===== src/rtl/core/rac_pkg.sv =====
`timescale 1ns / 1ps
// ----------------------------------------------------------------------------
// rac_pkg: shared types and constants of the return autocovariance unit
// Field widths, register indexes, and the command and status bundles between
// the controller and the datapath.
// ----------------------------------------------------------------------------
package rac_pkg;

	// Field widths of the channels.
	localparam int CLOSE_W     = 24;
	localparam int RET_W       = 25;
	localparam int LAG_W       = 3;
	localparam int ACV_W       = 57;
	localparam int WIN_W       = 8;
	localparam int FRAC_BITS   = 8;
	localparam int IN_TDATA_W  = 24;
	localparam int OUT_TDATA_W = 64;
	localparam int CFG_IDX_W   = 1;
	localparam int CFG_DATA_W  = 8;

	// Lags are capped at five; a run needs three returns.
	localparam logic [LAG_W-1:0] LAG_CAP     = 3'd5;
	localparam int               MIN_RETURNS = 3;

	// Register indexes on the configuration port.
	localparam logic [CFG_IDX_W-1:0] REG_WINDOW_BARS = 1'b0;
	localparam logic [CFG_IDX_W-1:0] REG_MAX_LAG     = 1'b1;

	// Reset values of the registers.
	localparam logic [WIN_W-1:0] WINDOW_BARS_RST = 8'd200;
	localparam logic [LAG_W-1:0] MAX_LAG_RST     = 3'd3;

	// Commands from the controller to the datapath.
	typedef struct packed {
		logic take;
		logic setup;
		logic mem_rd;
		logic mean_acc;
		logic lag_init;
		logic centre;
		logic mul_lo;
		logic mul_hi;
		logic finish;
		logic div_start;
		logic emit;
	} rac_cmd_t;

	// Status from the datapath to the controller.
	typedef struct packed {
		logic n_short;
		logic cnt_zero;
		logic lag_go;
		logic div_done;
		logic out_free;
	} rac_sts_t;

endpackage


===== src/rtl/core/rac_ctrl.sv =====
`timescale 1ns / 1ps
// ----------------------------------------------------------------------------
// rac_ctrl: controller of the return autocovariance unit
// Steps the datapath through the mean pass, one accumulation pass per lag,
// the division and the hand-over of each result.
// ----------------------------------------------------------------------------
module rac_ctrl (
	input  logic              clk,
	input  logic              arst_n,
	input  logic              in_valid,
	output logic              in_ready,
	output rac_pkg::rac_cmd_t cmd,
	input  rac_pkg::rac_sts_t sts
);

	import rac_pkg::*;

	localparam logic [3:0] S_IDLE  = 4'd0;
	localparam logic [3:0] S_SETUP = 4'd1;
	localparam logic [3:0] S_MRD   = 4'd2;
	localparam logic [3:0] S_MACC  = 4'd3;
	localparam logic [3:0] S_LCHK  = 4'd4;
	localparam logic [3:0] S_LINIT = 4'd5;
	localparam logic [3:0] S_RD    = 4'd6;
	localparam logic [3:0] S_CEN   = 4'd7;
	localparam logic [3:0] S_ML    = 4'd8;
	localparam logic [3:0] S_MH    = 4'd9;
	localparam logic [3:0] S_FIN   = 4'd10;
	localparam logic [3:0] S_DIVS  = 4'd11;
	localparam logic [3:0] S_DIVW  = 4'd12;
	localparam logic [3:0] S_EMIT  = 4'd13;

	logic [3:0] state_q;
	logic [3:0] state_d;

	// Next state and commands.
	always_comb begin
		state_d  = state_q;
		cmd      = '0;
		in_ready = 1'b0;
		case (state_q)
			S_IDLE: begin
				in_ready = 1'b1;
				if (in_valid) begin
					cmd.take = 1'b1;
					state_d  = S_SETUP;
				end
			end
			S_SETUP: begin
				cmd.setup = 1'b1;
				state_d   = sts.n_short ? S_IDLE : S_MRD;
			end
			S_MRD: begin
				cmd.mem_rd = 1'b1;
				state_d    = S_MACC;
			end
			S_MACC: begin
				cmd.mean_acc = 1'b1;
				state_d      = sts.cnt_zero ? S_LCHK : S_MRD;
			end
			S_LCHK: begin
				state_d = sts.lag_go ? S_LINIT : S_IDLE;
			end
			S_LINIT: begin
				cmd.lag_init = 1'b1;
				state_d      = S_RD;
			end
			S_RD: begin
				cmd.mem_rd = 1'b1;
				state_d    = S_CEN;
			end
			S_CEN: begin
				cmd.centre = 1'b1;
				state_d    = S_ML;
			end
			S_ML: begin
				cmd.mul_lo = 1'b1;
				state_d    = S_MH;
			end
			S_MH: begin
				cmd.mul_hi = 1'b1;
				state_d    = sts.cnt_zero ? S_FIN : S_RD;
			end
			S_FIN: begin
				cmd.finish = 1'b1;
				state_d    = S_DIVS;
			end
			S_DIVS: begin
				cmd.div_start = 1'b1;
				state_d       = S_DIVW;
			end
			S_DIVW: begin
				if (sts.div_done)
					state_d = S_EMIT;
			end
			S_EMIT: begin
				if (sts.out_free) begin
					cmd.emit = 1'b1;
					state_d  = S_LCHK;
				end
			end
			default: begin
				state_d = S_IDLE;
			end
		endcase
	end

	// State register.
	always_ff @(posedge clk or negedge arst_n) begin
		if (!arst_n)
			state_q <= S_IDLE;
		else
			state_q <= state_d;
	end

	// A transfer is only taken while idle.
	a_take_idle: assert property (@(posedge clk) disable iff (!arst_n)
		cmd.take |=> (state_q == S_SETUP))
		else $error("transfer taken outside idle");

	// The divider is only waited on after it was started.
	a_div_order: assert property (@(posedge clk) disable iff (!arst_n)
		(state_q == S_DIVW) |-> ($past(state_q) == S_DIVS || $past(state_q) == S_DIVW))
		else $error("divider wait without start");

	// A result is only handed over once the output register is free.
	a_emit_free: assert property (@(posedge clk) disable iff (!arst_n)
		cmd.emit |-> sts.out_free)
		else $error("result overwrote a pending transfer");

endmodule


===== config.mk =====
export PLATFORM = sky130hd
export DESIGN_NAME = rac_ctrl
export DESIGN_NICKNAME = d
export VERILOG_FILES = /design/src/rtl/core/rac_pkg.sv /design/src/rtl/core/rac_ctrl.sv
export SDC_FILE = /design/constraint.sdc
export NUM_CORES = 1
export LEC_CHECK = 0
export BUFFER_PORTS_ARGS = -buffer_cell sky130_fd_sc_hd__buf_2
export CELL_PAD_IN_SITES_DETAIL_PLACEMENT = 0
export CELL_PAD_IN_SITES_GLOBAL_PLACEMENT = 1
export CORE_MARGIN = 5
export CORE_UTILIZATION = 28
export CTS_CLUSTER_SIZE = 12
export DETAILED_ROUTE_END_ITERATION = 8
export PLACE_DENSITY = 0.74
export SLEW_MARGIN = 20
export SYNTH_ARGS = -nofsm -noshare
export SYNTH_HDL_FRONTEND = slang
export SYNTH_SLANG_ARGS = --single-unit
export TNS_END_PERCENT = 100

===== constraint.sdc =====
create_clock -name clk -period 1.53 [get_ports clk]
set_input_delay 0.0765 -clock clk [delete_from_list [all_inputs] [get_ports clk]]
set_output_delay 0.0765 -clock clk [all_outputs]
set_load 0.1 [all_outputs]

# Word level (Yosys, flattened, before mapping)
# Index checks and enable logic that the tools add are counted.
# word_totals
output_inout_bits	12
regBits	4
word_cells	42
# classes
eq_ne	16
muxes	22
n_reduce_logical	3
# ops
op	count
$pmux W4 S14	1
$eq A4 B4 Y1 const B	6
$eq A4 B3 Y1 const B	4
$mux W4	4
$mux W1	14
$eq A4 B2 Y1 const B	2
$mux W3	2
$ne A2 B2 Y1 const B	3
$eq A4 B1 Y1 const B	1
$logic_not A4 Y1	1
$reduce_and A3 Y1	1
$mux W2	1
$reduce_or A2 Y1	1

# Depth between registers and ports, before layout
# logic_depth
ltp_word	3
mapped_depth	4

# Worst setup path after synthesis
# Ideal clock, no wire load.
# synth_path
kind	reg2out
from	reg state_q[1]
to	out cmd[10] (netlist bit)
stages_incl_launch_ff	4
arrival_time_ns	3.266
slack_ns	-1.813
cell_sequence	dfrtp_1 > buf_2 > nor4_2 > and2_1
# synth_lines
element	line	text
start: declaration	rac_ctrl.sv:33	logic [3:0] state_q;
start signal: assignment	rac_ctrl.sv:113	state_q <= state_d;
end: declaration	rac_ctrl.sv:12	output rac_pkg::rac_cmd_t cmd,

==> flow_metrics.env <==
export IMPL_grt_max_degree=13
export IMPL_arrival_ns=1.42
export IMPL_drive_above_1_share_pct=65.0
export IMPL_cts_inserted_buffers=3
export IMPL_grt_first_pass_wirelength_um=2260
export IMPL_rows=13
export IMPL_fin_cells=95
export IMPL_fin_crit_sh_pct=97.9
export IMPL_route_vias_total=508
export IMPL_syn_area_per_cell_um2=7.66
export IMPL_synth_seq_cells=4
export IMPL_synthTopCellsByArea="dfrtp_1 (26%), nor2_1 (9.8%), a21oi_1 (3.9%)"
export IMPL_io_buffers=19
export IMPL_max_freq_mhz=668
export IMPL_detail_route_wl_per_cell_um=15.1
export IMPL_syn_nets=58
export IMPL_core_area_mm2=0.00130
export IMPL_clkSlewWorstSetupHoldPaths_ns=0.04
export IMPL_cts_root_buf="clkbuf_4"
export IMPL_reg_top3="state_q: 4 flops"
export IMPL_crit_path_start_kind="flop"
export IMPL_cts_htree_levels=1
export IMPL_worstMarginPinSlew_ns=0.473
export IMPL_hp_class="input port to flop"
export IMPL_status="complete, no violations"
export IMPL_syn_to_final_growth_pct=126
export IMPL_clock_latency_ns=0.24
export IMPL_end_kind="primary output"
export IMPL_largest_reg_flops=4
export IMPL_via_per_inst=5.35
export IMPL_rsz0062_at_grt="yes"
export IMPL_antenna_found_initial=0
export IMPL_first_iter_violations=14
export IMPL_finalSetupViolations=0
export IMPL_dp_cells=87
export IMPL_fin_nets=90
export IMPL_fp_dieW_um=47.0
export IMPL_cts_sinks=4
export IMPL_required_ns=1.45
export IMPL_yosysTopAreaCellShare_pct=26.1
export IMPL_synthCells=50
export IMPL_path_max_fanout=9
export IMPL_yosysWarnings=0
export IMPL_initial_core_util_pct=29.4
export IMPL_grt_pass1_vias=497
export IMPL_cts_tree="done"
export IMPL_grt_total_usage_pct=14.9
export IMPL_post_dp_hpwl_um=1100
export IMPL_yosys_area_top_type="dfrtp_1"
export IMPL_critPathKind="flop to primary output"
export IMPL_largest_register="state_q"
export IMPL_ys_seq_area_share_pct=26.1
export IMPL_grt_remaining_overflow=0
export IMPL_first_pass_iters=5
export IMPL_relSlewSlack_pct=67.6
export IMPL_min_period_ns=1.50
export IMPL_cts_path_max_buffers=2
export IMPL_yosysUniqueCellTypes=30
export IMPL_ant_nets=0
export IMPL_slew_viol_final=0
export IMPL_routed_wl_um=1430
export IMPL_hold_violations=0
export IMPL_gp_congestion=0.842
export IMPL_fin_worst_skew_ns=0.00287
export IMPL_drv_cap=0
export IMPL_n_antenna_cell=0
export IMPL_syn_area_um2=383
export IMPL_drcViolationCount=0
export IMPL_io_pins=20
export IMPL_die_h_um=47.0
export IMPL_fillCellCount=107
export IMPL_dieArea_mm2=0.00221
[cells in the mapped netlist, drive strengths merged]
library cell / n
and2: 2
a211o: 1
a2111oi: 1
or3: 1
nor3: 3
a22oi: 1
a21bo: 1
nand2: 3
o21ai: 1
dfrtp: 4
inv: 2
nand2b: 2
nor2: 10
a21oi: 3
nor2b: 1
nor3b: 1
or2b: 1
o211ai: 1
nand3: 1
o21a: 1
o32ai: 1
nor4: 1
a22o: 1
o31a: 1
o221a: 1
buf: 4
[area by class of cell]
class | instances | area (um2) | area share [%]
Clock buffer | 3 | 22.5 | 2.60
Inverter | 2 | 7.51 | 0.867
Multi-Input combinational cell | 40 | 332 | 38.3
Sequential cell | 4 | 105 | 12.1
Tap cell | 15 | 18.8 | 2.17
Timing Repair Buffer | 31 | 380 | 43.9
[final timing paths]
check | start | endpoint | cells past startpoint | slack [ns]
worst max-delay path | state_q[2]$_DFFE_PN0P_ | cmd[10] | 3 | 0.03
min in group asynchronous | arst_n | state_q[0]$_DFFE_PN0P_ | 2 | 0.20
worst max register to register | state_q[2]$_DFFE_PN0P_ | state_q[0]$_DFFE_PN0P_ | 4 | 0.10
worst min-delay path | sts[1] | state_q[0]$_DFFE_PN0P_ | 3 | 0.15
max in group asynchronous | arst_n | state_q[1]$_DFFE_PN0P_ | 2 | 1.19
worst min register to register | state_q[0]$_DFFE_PN0P_ | state_q[2]$_DFFE_PN0P_ | 2 | 0.69
[repair_timing]
action,CTS,global route
setup buffers,0,4
hold buffers,1,0
pin swaps,1,0
endpoints found under the hold margin,4,0
gates resized for setup,4,1
endpoints found under the setup margin,8,8
[critical path, stage by stage, from the launching register on]
cell and delay [ns]:
dfrtp_2 0.47, nor4_4 0.34, and2_4 0.20, buf_12 0.16
[routing by layer]
| layer | up-vias | routed length [um] | global-route usage [%] |
|---|---|---|---|
| met5 | - | 0 | 0 |
| met4 | 0 | 61 | 9.94 |
| met3 | 5 | 89 | 1.92 |
| met2 | 19 | 735 | 24.4 |
| met1 | 243 | 547 | 17.9 |
| li1 | 241 | - | - |
[layout by cell type (no fill, tap or decap)]
cell type / instances
dlygate4sd3_1: 1
or3_1: 1
buf_2: 7
a211o_1: 1
o21a_1: 1
nor3_4: 1
and2_4: 1
nand2_2: 1
and2_1: 1
nor2b_1: 1
o31a_1: 1
nor2_2: 1
o21ai_1: 1
a21bo_1: 1
nor4_4: 1
inv_1: 2
nor3b_1: 1
o32ai_1: 1
dfrtp_2: 4
or2b_1: 1
buf_12: 13
nor3_2: 2
o221a_2: 1
a22o_1: 1
buf_4: 10
a22oi_1: 1
nor2_1: 3
nand3_1: 1
nor2_4: 6
clkbuf_4: 3
nand2b_4: 1
nand2b_1: 1
a2111oi_0: 1
nand2_1: 2
a21oi_1: 3
o211ai_1: 1
[per-stage QoR]
step	util, %	setup slack [ns]	hold slack (ns)	setup TNS [ns]	cell area (um2)
2_1_floorplan	-	-0.709	-0.219	-1.89	469
3_3_place_gp	61.0	0.136	-0.113	0	793
3_5_place_dp	61.0	0.129	-0.111	0	793
4_1_cts	64.1	0.00373	0.161	0	835
5_1_grt	66.5	-0.0422	0.177	-0.0633	866
6_report	66.5	0.0323	0.154	0	866
[cells by family after synthesis]
family | synth area share, %
and+or+nand+nor | 36.3
buffers and inverters | 9.48
AOI/OAI and AO/OA | 28.1
DFF | 26.1
Power is left out: the tool's default activity adds up to more than one toggle a clock period on the data nets, which glitch-free logic cannot reach.
